## config.mk

```make
export PLATFORM = sky130hd
export DESIGN_NAME = tbs_queue
export DESIGN_NICKNAME = d
export VERILOG_FILES = /design/src/rtl/tbs_pkg.sv /design/src/rtl/tbs_queue.sv
export SDC_FILE = /design/constraint.sdc
export NUM_CORES = 1
export LEC_CHECK = 0
export BUFFER_PORTS_ARGS = -buffer_cell sky130_fd_sc_hd__buf_4
export CAP_MARGIN = 20
export CELL_PAD_IN_SITES_DETAIL_PLACEMENT = 0
export CELL_PAD_IN_SITES_GLOBAL_PLACEMENT = 1
export CORE_MARGIN = 8
export CORE_UTILIZATION = 45
export CTS_CLUSTER_DIAMETER = 30
export DETAILED_ROUTE_END_ITERATION = 7
export HOLD_SLACK_MARGIN = 0.03
export MAX_ROUTING_LAYER = met4
export PLACE_DENSITY = 0.85
export SETUP_SLACK_MARGIN = 0.05
export SYNTH_ARGS = -nofsm -noshare
export SYNTH_HDL_FRONTEND = slang
export SYNTH_SLANG_ARGS = --single-unit
```

## constraint.sdc

```tcl
create_clock -name clk -period 14.4 [get_ports clk]
set_clock_uncertainty 0.05 [all_clocks]
set_input_delay 2.88 -clock clk [delete_from_list [all_inputs] [get_ports clk]]
set_output_delay 2.88 -clock clk [all_outputs]
set_load 0.01 [all_outputs]
```

## src/rtl/tbs_pkg.sv

```systemverilog
// Shared types, codes and helpers of the two-bone vertex skinning block.
`default_nettype none
package tbs_pkg;

	localparam int QUEUE_DEPTH = 2;
	localparam logic [16:0] ONE_Q16 = 17'h10000;

	typedef enum logic [1:0] {
		KIND_WORLD  = 2'd0,
		KIND_BIND   = 2'd1,
		KIND_MAP    = 2'd2,
		KIND_VERTEX = 2'd3
	} kind_t;

	typedef enum logic [1:0] {
		STATUS_BOTH = 2'd0,
		STATUS_A    = 2'd1,
		STATUS_B    = 2'd2,
		STATUS_PASS = 2'd3
	} status_t;

	localparam logic [7:0] REG_RIG_COUNT   = 8'd0;
	localparam logic [7:0] REG_WORLD_COUNT = 8'd1;

	typedef struct packed {
		logic [6:0] rig_count;
		logic [7:0] world_count;
	} cfg_t;

	typedef struct packed {
		kind_t              kind;
		logic [10:0]        table_address;
		logic signed [31:0] load_value;
		logic [7:0]         bone_a;
		logic [7:0]         bone_b;
		logic [16:0]        weight;
		logic signed [31:0] pos_x;
		logic signed [31:0] pos_y;
		logic signed [31:0] pos_z;
		logic signed [31:0] nrm_x;
		logic signed [31:0] nrm_y;
		logic signed [31:0] nrm_z;
	} item_t;

	typedef struct packed {
		logic signed [31:0] pos_x;
		logic signed [31:0] pos_y;
		logic signed [31:0] pos_z;
		logic signed [31:0] nrm_x;
		logic signed [31:0] nrm_y;
		logic signed [31:0] nrm_z;
		status_t            status;
	} res_t;

	function automatic logic signed [31:0] sat32(input logic signed [63:0] x);
		logic signed [31:0] r;
		if (x > 64'sh7FFF_FFFF) begin
			r = 32'sh7FFF_FFFF;
		end else if (x < -64'sh8000_0000) begin
			r = -32'sh8000_0000;
		end else begin
			r = 32'(x);
		end
		return r;
	endfunction

endpackage
`default_nettype wire

```

## src/rtl/tbs_queue.sv

```systemverilog
// Short word queue between the front end and the back end.
`default_nettype none
module tbs_queue (
	input  wire logic           clk,
	input  wire logic           arst_n,
	input  wire tbs_pkg::item_t push_item,
	input  wire logic           push_valid,
	output logic                push_ready,
	output tbs_pkg::item_t      pop_item,
	output logic                pop_valid,
	input  wire logic           pop_ready
);

	localparam int PW = (tbs_pkg::QUEUE_DEPTH > 1) ? $clog2(tbs_pkg::QUEUE_DEPTH) : 1;
	localparam int CW = $clog2(tbs_pkg::QUEUE_DEPTH + 1);

	tbs_pkg::item_t slot_q [tbs_pkg::QUEUE_DEPTH];
	logic [PW-1:0] wr_q, rd_q;
	logic [CW-1:0] cnt_q;
	logic push, pop;

	assign push_ready = (cnt_q != CW'(tbs_pkg::QUEUE_DEPTH));
	assign pop_valid  = (cnt_q != '0);
	assign pop_item   = slot_q[rd_q];
	assign push = push_valid && push_ready;
	assign pop  = pop_valid && pop_ready;

	always_ff @(posedge clk) begin
		if (push) begin
			slot_q[wr_q] <= push_item;
		end
	end

	always_ff @(posedge clk or negedge arst_n) begin
		if (!arst_n) begin
			wr_q  <= '0;
			rd_q  <= '0;
			cnt_q <= '0;
		end else begin
			if (push) begin
				wr_q <= (wr_q == PW'(tbs_pkg::QUEUE_DEPTH - 1)) ? '0 : wr_q + 1'b1;
			end
			if (pop) begin
				rd_q <= (rd_q == PW'(tbs_pkg::QUEUE_DEPTH - 1)) ? '0 : rd_q + 1'b1;
			end
			if (push && !pop) begin
				cnt_q <= cnt_q + 1'b1;
			end else if (pop && !push) begin
				cnt_q <= cnt_q - 1'b1;
			end
		end
	end

endmodule
`default_nettype wire

```

Word-level counts from Yosys, hierarchy flattened
Memory sizes are Yosys's and may differ from the RTL's.
Index checks and enable logic that the tools add are counted.
{"block": "word_totals", "mem_count": 1, "register_bits": 4, "inputBits": 274, "ram_bits": 540, "out_inout_bits": 272}
{"block": "classes", "n_mux": 6, "addsub": 4, "reduce_logical": 8, "n_eq_ne": 1}
{"name": "slot_q", "depth": 2, "width": 270, "read_ports": 1, "rd_clocked_by_memory_dff": 0, "wr": 1, "line_no": "tbs_queue.sv:17", "text": "tbs_pkg::item_t slot_q [tbs_pkg::QUEUE_DEPTH];"}
{"operator": "1-bit logical AND", "n": 4}
{"operator": "1-bit two-way mux", "n": 4}
{"operator": "2-bit two-way mux", "n": 2}
{"operator": "2-bit nonzero test", "n": 2}
{"operator": "1-bit adder, second input constant", "n": 2}
{"operator": "2-bit by 1-bit adder with 2-bit output, second input constant", "n": 1}
{"operator": "1-bit logical NOT", "n": 2}
{"operator": "2-bit != test, second input constant", "n": 1}
{"operator": "2-bit by 1-bit subtractor with 2-bit output, second input constant", "n": 1}

Logic depth before layout (Yosys ltp)
Gate-level depths: netlist (run 1).
{"block": "logic_depth", "depth_word": 6, "ltp_mapped": 7, "depth_no_buf": 7}

Least setup slack after synthesis (run 1)
No wires, ideal clock.
{"block": "synth_timing", "path_type": "input -> register", "from": "input push_valid", "to": "memory slot_q[0][0] in the netlist's numbering (enable)", "stages": 2, "setup_slack_ns": -0.709, "setup_ns": 0.906, "t_arrival_ns": 14.153, "path_buffers": 0, "required_ns": 13.444, "cell_sequence": "nand2_1 > nor2_1"}
{"block": "synth_between", "elab_chain_len": 3}
{"element": "from (decl)", "line_no": "tbs_queue.sv:7", "text": "input wire logic push_valid,"}
{"element": "1-bit logical AND", "line_no": "tbs_queue.sv:25", "text": "assign push = push_valid && push_ready;"}
{"element": "1-bit two-way mux", "line_no": "tbs_queue.sv:29", "text": "if (push) begin"}
{"element": "1-bit two-way mux (implied by the code)", "line_no": "tbs_queue.sv:30", "text": "slot_q[wr_q] <= push_item;"}
{"element": "to (decl)", "line_no": "tbs_queue.sv:17"}
Every way passes these cells.

==> impl_metrics.yaml, run 1 <==
outcome:
  status: "complete, no violations"
detailed_routing:
  final_antenna_net_count: 0
  drc: 0
  routed_wl_um: 50000
  wl_per_cell_um: 23.0
  drt-initial-drc-count: 448
  vias: 10449
  viasPerCell: 4.81
  drtPass1Iterations: 5
clock_tree:
  cts_tree: "built"
  cts_root_buf: "clkbuf_16"
  clock_latency_ns: 0.61
  cts.clk_slew.worst_paths_ns: 0.05
  cts_setup_buffers: 0
  clock-sinks: 544
  ctsResizeCount: 0
  htree_levels: 3
  cts_hold_buffers: 0
  cts_made_buffers: 99
  cts_buffer_depth: 3
timing:
  whs_ns: 0.456
  slew_violations: 0
  grt_setup_unrepaired: "false"
  tns_ns: 0
  slew_headroom_pct: 27.8
  tightest_slew_ns: 1.08
  fin_crit_ns: 6.66
  setup-violations-final: 0
  hold_viol: 0
  fin_crit_sh_pct: 46.2
  fmax_ghz: 0.150
critical_path:
  reg2reg_to: "slot_q[1][87]"
  reg2reg_depth: 4
  start_kind: "flop"
  reg2reg_from: "cnt_q[0]"
  worstSetupEndpoint: "pop_item[102]"
  crit_path_start: "rd_q"
  path_class: "reg2out"
  cp_max_fo: 48
  worstPathArrival_ns: 3.73
  endpoint_kind: "output port"
  r2r_slack_ns: 10.82
  cp.required_ns: 11.47
synthesis:
  synth_warnings: 0
  synth_area_um2: 20500
  yosysSeqAreaShare_pct: 79.8
  syn_nets: 1133
  synth_top_area_share_pct: 79.3
  synth_cells: 858
  ys_ff_latch: 544
  synth_flop_cell: "edfxtp_1"
  synth_largest_area_cell: "edfxtp_1"
  synth_edf_count: 540
  synthArstFlopShare_pct: 0.735
  ys_types: 15
  ys_top_cells_by_area: "edfxtp_1 (79%), mux2_4 (14%), mux2_2 (4.4%)"
  syn_area_per_cell_um2: 23.8
power:
  p_leak_nw: 11.3
  ir_drop_mv: 0.138
  powerDensity_nw_per_um2: 228
hold_path:
  min_path_type: "reg2reg"
global_routing:
  antenna_found_initial: 2
  grt_usage_pct: 18.8
  grt_max_degree: 80
  grt_pass1_vias: 11494
  grt-ovfl-total: 0
  grt_pass1_wl_um: 72000
placement:
  place_area_um2: 25100
  io_buffers: 545
  dpl.hpwl_um: 34300
  gp_congestion: 0.862
  placed_cells: 1984
finish:
  drive_gt1_share_pct: 63.0
  design_area_um2: 28600
  utilization_pct: 63.4
  area_growth_pct: 39.7
  nets: 1763
  post_layout_nonfiller_instances: 2174
  seqCellArea_um2: 16300
  nFillCells: 3086
  multi_input_comb_area_um2: 3860
die:
  ioPinCount: 546
  die_x_um: 229
  fp-row-count: 78
  core_um2: 45100
  start_util_pct: 45.4
  die_h_um: 229
  dieArea_um2: 52500
run:
  max_cap_viol_count: 0
-- metal layers --
layer | vias up | GRT usage (%) | routed length (um)
li1 | 4740 | - | -
met1 | 5213 | 19.7 | 18100
met2 | 422 | 32.7 | 26900
met3 | 74 | 6.11 | 3760
met4 | 0 | 7.33 | 1290
met5 | - | - | 0
-- worst min path at each step --
stage             start  endpoint  slack [ns]  depth (start not counted)
2_1_floorplan  cnt_q[1]  cnt_q[1]        0.41                          1
3_3_place_gp   cnt_q[1]  cnt_q[1]        0.42                          1
3_5_place_dp   cnt_q[1]  cnt_q[1]        0.46                          1
4_1_cts        cnt_q[1]  cnt_q[1]        0.46                          1
5_1_grt        cnt_q[1]  cnt_q[1]        0.49                          1
6_report       cnt_q[1]  cnt_q[1]        0.46                          1
-- power by group --
part / switching, mW / internal [mW] / total (mW)
Clock: 0.756 / 1.55 / 2.31
Sequential: 0.121 / 2.18 / 2.30
Combinational: 0.908 / 1.00 / 1.91
Total: 1.78 / 4.73 / 6.51
-- placed cells by master (no fill, tap or decap), drive strengths merged, types with 2 or more instances in the layout --
cell type	n
clkbuf	113
nor2	2
nand2	2
xnor2	3
bufinv	15
dfrtp	4
buf	559
diode	2
clkinv	37
inv	11
edfxtp	540
clkinvlp	10
xor2	2
mux2	270
-- sequential cells by signal (all words and copies together) (netlist names) --
register	count
slot_q	540
cnt_q	2
rd_q	1
wr_q	1
-- per-stage QoR --
| stage | setup WS (ns) | total power, mW |
|---|---|---|
| floorplan | 3.87 | 3.51 |
| global placement | 8.12 | 4.21 |
| detailed placement | 8.06 | 4.24 |
| CTS | 7.38 | 6.58 |
| global route | 7.56 | 6.76 |
| finish | 7.74 | 6.51 |
-- kinds of logic after synthesis --
kind of cell | Yosys count | share of synthesized area (%)
multiplexers | 270 | 18.4
XOR/XNOR | 5 | 0.214
AND/OR/NAND/NOR | 7 | 0.165
adder cells (fa/ha/maj) | 1 | 0.0612
buffers and inverters | 31 | 1.43
flip-flops | 544 | 79.8
-- Yosys cell counts, types with 2 or more instances --
| cell | instances |
|---|---|
| mux2_4 | 190 |
| buf_6 | 22 |
| xnor2_1 | 3 |
| dfrtp_1 | 4 |
| mux2_2 | 80 |
| nor2_1 | 2 |
| nand2_1 | 2 |
| buf_2 | 8 |
| edfxtp_1 | 540 |
| xor2_1 | 2 |
-- worst max-delay path: stages (launching register included) --
cell and delay, ns:
dfrtp_4 0.87, buf_4 0.73, buf_4 0.56, buf_16 0.33, mux2_4 0.36, buf_4 0.15
-- area by class of cell --
cell class | count | area share [%]
Sequential cell | 544 | 57.1
Timing Repair Buffer | 559 | 14.9
Multi-Input combinational cell | 283 | 13.5
Clock buffer | 113 | 9.00
Clock inverter | 72 | 2.85
Tap cell | 600 | 2.63
Antenna cell | 2 | 0.0175
Inverter | 1 | 0.0131
Power figures use the tool's default switching activity.
==> run 2, diff against run 1 <==
==> constraint.sdc (replaced) <==
create_clock -name clk -period 6.8 [get_ports clk]
set_clock_uncertainty 0.05 [all_clocks]
set_input_delay 1.36 -clock clk [delete_from_list [all_inputs] [get_ports clk]]
set_output_delay 1.36 -clock clk [all_outputs]
set_load 0.01 [all_outputs]
==> impl_metrics.yaml, run 2 (same netlist as run 1, synthesis figures left out) <==
global_routing:
  grt_max_degree: 143
  grt_pass1_vias: 11625
  grt-ovfl-total: 0
  grt_usage_pct: 18.1
  grt_pass1_wl_um: 70000
  antenna_found_initial: 6
finish:
  post_layout_nonfiller_instances: 2180
  drive_gt1_share_pct: 62.9
  top_regs: "slot_q (540), cnt_q (2)"
  area_growth_pct: 40.3
  final_cell_mix: "buf_4 (546), edfxtp_1 (540), mux2_4 (190)"
  mostFrequentLayoutCell: "buf_4"
  regMostFlops: "slot_q"
  largest_register_ffs: 540
  nFillCells: 3063
  nets: 1760
detailed_routing:
  viasPerCell: 4.83
  vias: 10536
  drc: 0
  final_antenna_net_count: 0
  drtPass1Iterations: 4
  wl_per_cell_um: 22.4
  drt-initial-drc-count: 533
  routed_wl_um: 48800
clock_tree:
  cts_tree: "built"
  cts_root_buf: "clkbuf_16"
  cts_buffer_depth: 3
  clock-sinks: 544
  cts.clk_slew.worst_paths_ns: 0.04
  cts_made_buffers: 104
  cts_setup_buffers: 0
  clock_latency_ns: 0.61
  cts_hold_buffers: 0
  htree_levels: 3
  ctsResizeCount: 0
die:
  dieArea_um2: 52500
  core_um2: 45100
  start_util_pct: 45.4
  fp-row-count: 78
  die_x_um: 229
  die_h_um: 229
  ioPinCount: 546
power:
  ir_drop_mv: 0.592
  p_leak_nw: 11.3
  powerDensity_nw_per_um2: 487
timing:
  hold_viol: 0
  setup-violations-final: 0
  slew_violations: 0
  fmax_ghz: 0.257
  tightest_slew_ns: 1.19
  fin_crit_ns: 3.90
  grt_setup_unrepaired: "false"
  tns_ns: 0
  slew_headroom_pct: 20.5
  fin_crit_sh_pct: 57.3
placement:
  io_buffers: 545
  dpl.hpwl_um: 32400
  placed_cells: 1979
  gp_congestion: 0.792
outcome:
  status: "complete, no violations"
critical_path:
  start_kind: "flop"
  r2r_slack_ns: 4.00
  worstPathArrival_ns: 2.49
  endpoint_kind: "output port"
  path_class: "reg2out"
  cp.required_ns: 5.39
  cp_max_fo: 134
hold_path:
  min_path_type: "reg2reg"
run:
  max_cap_viol_count: 0
==> run 2: cell count changes in the layout (fill, tap and decap cells not counted), moves of 4 or more <==
cell	delta
buf_12	+5
clkinvlp_4	+4
diode_2	+4
clkbuf_16	+5
buf_4	-10
==> run 2: power by group <==
| part | switching [mW] | internal, mW | total [mW] | leakage [nW] |
|---|---|---|---|---|
| Sequential | 0.184 | 4.61 | 4.79 | 5.06 |
| Combinational | 1.97 | 2.14 | 4.11 | 4.59 |
| Clock | 1.63 | 3.43 | 5.07 | 1.70 |
==> run 2: final timing paths <==
kind                           from       endpoint  cells past startpoint
setup / recovery               rd_q  pop_item[210]                      3
hold reg to reg            cnt_q[1]       cnt_q[1]                      1
min in group asynchronous    arst_n           wr_q                      1
setup reg to reg           cnt_q[0]  slot_q[1][89]                      3
hold / removal             cnt_q[1]       cnt_q[1]                      1
max in group asynchronous    arst_n           rd_q                      1
==> run 2: per-layer routing <==
layer | GRT usage (%) | vias to the layer above | wire length, um
met5 | - | - | 0
met3 | 6.67 | 104 | 4350
met2 | 30.3 | 469 | 24900
met4 | 9.22 | 0 | 1780
met1 | 18.5 | 5233 | 17700
li1 | - | 4730 | -
==> run 2: per-stage QoR <==
stage          total power, mW  utilization, %  worst slack, ns  area, um^2  hold slack, ns
6_report                  14.0            63.6             2.90       28700           0.459
4_1_cts                   14.1            63.6             2.93       28700           0.446
5_1_grt                   14.5            63.6             2.86       28700           0.462
2_1_floorplan             7.31               -            0.830       20500           0.406
3_3_place_gp              8.91            55.7             3.19       25100           0.424
3_5_place_dp              8.99            55.7             3.17       25100           0.437
==> run 2: cell type report <==
class	count	area [um^2]	share of cell area, %
repair buffers	551	4200	14.6
clock inverters	74	800	2.79
diodes	6	15.0	0.0523
flip-flops and latches	544	16300	56.9
clock buffers	121	2740	9.55
well taps	600	751	2.62
inverters	1	3.75	0.0131
multi-input cells	283	3860	13.4
==> run 2: worst max-delay path, stage by stage, from the launching register on <==
cell and delay (ns):
dfrtp_4 0.43, buf_12 0.57, mux2_4 0.37, buf_4 0.15
==> run 3, diff against run 2 <==
--- a/config.mk
+++ b/config.mk
@@ -10,12 +10,12 @@
 export CELL_PAD_IN_SITES_DETAIL_PLACEMENT = 0
 export CELL_PAD_IN_SITES_GLOBAL_PLACEMENT = 1
 export CORE_MARGIN = 8
-export CORE_UTILIZATION = 45
+export CORE_UTILIZATION = 40
 export CTS_CLUSTER_DIAMETER = 30
 export DETAILED_ROUTE_END_ITERATION = 7
 export HOLD_SLACK_MARGIN = 0.03
 export MAX_ROUTING_LAYER = met4
-export PLACE_DENSITY = 0.85
+export PLACE_DENSITY = 0.8
 export SETUP_SLACK_MARGIN = 0.05
 export SYNTH_ARGS = -nofsm -noshare
 export SYNTH_HDL_FRONTEND = slang
==> constraint.sdc (replaced) <==
create_clock -name clk -period 3.5 [get_ports clk]
set_clock_uncertainty 0.05 [all_clocks]
set_input_delay 0.7 -clock clk [delete_from_list [all_inputs] [get_ports clk]]
set_output_delay 0.7 -clock clk [all_outputs]
set_load 0.01 [all_outputs]
==> impl_metrics.yaml, run 3 (same netlist as run 1, synthesis figures left out) <==
outcome:
  status: "complete, no violations"
global_routing:
  grt_util_met1_pct: 17.1
  antenna_found_initial: 4
  grt_pass1_wl_um: 71200
  globalRoute.busiestLayer: "met2"
  grt_max_degree: 135
  grt_usage_pct: 16.4
  grtUsageMet2_pct: 28.0
  grt-ovfl-total: 0
  grt_pass1_vias: 11652
  met3_usage_pct: 5.21
timing:
  tns_ns: 0
  fin_crit_sh_pct: 88.8
  slew_headroom_pct: 43.5
  grt_setup_unrepaired: "false"
  fmax_ghz: 0.322
  slew_violations: 0
  fin_crit_ns: 3.11
  tightest_slew_ns: 0.848
  hold_viol: 0
  setup-violations-final: 0
run:
  max_cap_viol_count: 0
die:
  start_util_pct: 40.2
  die_x_um: 242
  core_um2: 50900
  die_h_um: 242
  dieArea_um2: 58600
  ioPinCount: 546
  fp-row-count: 83
critical_path:
  start_kind: "flop"
  cp_cell_sequence: "buf_12, buf_4, mux2_2, buf_4"
  cp.required_ns: 2.75
  reg2reg_depth: 3
  reg2reg_to: "slot_q[1][29]"
  reg2reg_from: "cnt_q[0]"
  worst_path_largest_cell_delay_ns: 0.62
  crit_buf_inv: 3
  crit_top_cell: "buf_4"
  cp.depth: 4
  slowest_stage: "dfrtp_4"
  worstPathArrival_ns: 2.36
  cp_max_fo: 27
  worstSetupEndpoint: "pop_item[250]"
  crit_path_start: "rd_q"
  r2r_slack_ns: 1.37
  crit_family: "buffers and inverters"
  path_class: "reg2out"
  endpoint_kind: "output port"
placement:
  gp_congestion: 0.828
  io_buffers: 545
  place_area_um2: 25500
  dpl.hpwl_um: 34400
detailed_routing:
  drt-initial-drc-count: 480
  viasPerCell: 4.65
  final_antenna_net_count: 0
  drtPass1Iterations: 5
  routed_wl_um: 48800
  drc: 0
  wl_per_cell_um: 21.4
  vias: 10582
clock_tree:
  cts.clk_slew.worst_paths_ns: 0.05
  clock_latency_ns: 0.61
  htree_levels: 3
  cts_root_buf: "clkbuf_16"
  cts_buffer_depth: 3
  cts_made_buffers: 104
  cts_tree: "built"
  ctsResizeCount: 0
  cts_setup_buffers: 0
  cts_hold_buffers: 1
  clock-sinks: 544
hold_path:
  min_path_type: "in2reg"
  min_path_cells: 1
power:
  ir_drop_mv: 0.666
  powerDensity_nw_per_um2: 938
  p_leak_nw: 11.5
finish:
  utilization_pct: 57.1
  design_area_um2: 29100
  mostFrequentLayoutCell: "buf_4"
  largest_register_ffs: 540
  drive_gt1_share_pct: 63.9
  top_regs: "slot_q (540), cnt_q (2)"
  nets: 1784
  final_cell_mix: "buf_4 (561), edfxtp_1 (540), mux2_4 (190)"
  regMostFlops: "slot_q"
  area_growth_pct: 42.1
## run 3: final cells by class
cell class / instances / area (um^2)
Timing Repair Buffer: 575 / 4480
Tap cell: 680 / 851
Antenna cell: 4 / 10.0
Clock buffer: 120 / 2710
Multi-Input combinational cell: 283 / 3870
Fill cell: 3804 / 21800
Clock inverter: 71 / 813
Inverter: 1 / 3.75
Sequential cell: 544 / 16300
## run 3: power breakdown
group / internal [mW] / switching [mW] / total (mW)
Clock: 6.56 / 3.20 / 9.76
Combinational: 4.30 / 3.87 / 8.17
Sequential: 8.93 / 0.388 / 9.31
## run 3: metal layers
metal	share of wire [%]	wire (um)	vias to the layer above
met5	0	0	-
met3	7.1	3450	96
met1	37	17900	5295
li1	-	-	4778
met2	53	25700	413
met4	3.6	1740	0
## run 3: how the worst min path moves through the flow
stage | startpoint | to | slack (ns)
global placement | cnt_q[1] | cnt_q[1] | 0.44
floorplan | arst_n | cnt_q[0] | 0.35
global route | push_item[230] | slot_q[0][230] | 0.16
detailed placement | arst_n | cnt_q[1] | 0.45
CTS | push_item[268] | slot_q[1][268] | 0.15
finish | push_item[70] | slot_q[1][70] | 0.21
## run 3: metrics by stage
step	setup slack [ns]	hold WS [ns]	instances	power, mW
after floorplan	-1.70	0.354	858	14.2
after global placement	1.01	0.443	2082	17.6
after detailed placement	0.996	0.451	2082	17.7
after CTS	0.315	0.151	2274	27.6
after global routing	0.253	0.165	2278	28.3
final	0.393	0.212	2278	27.2
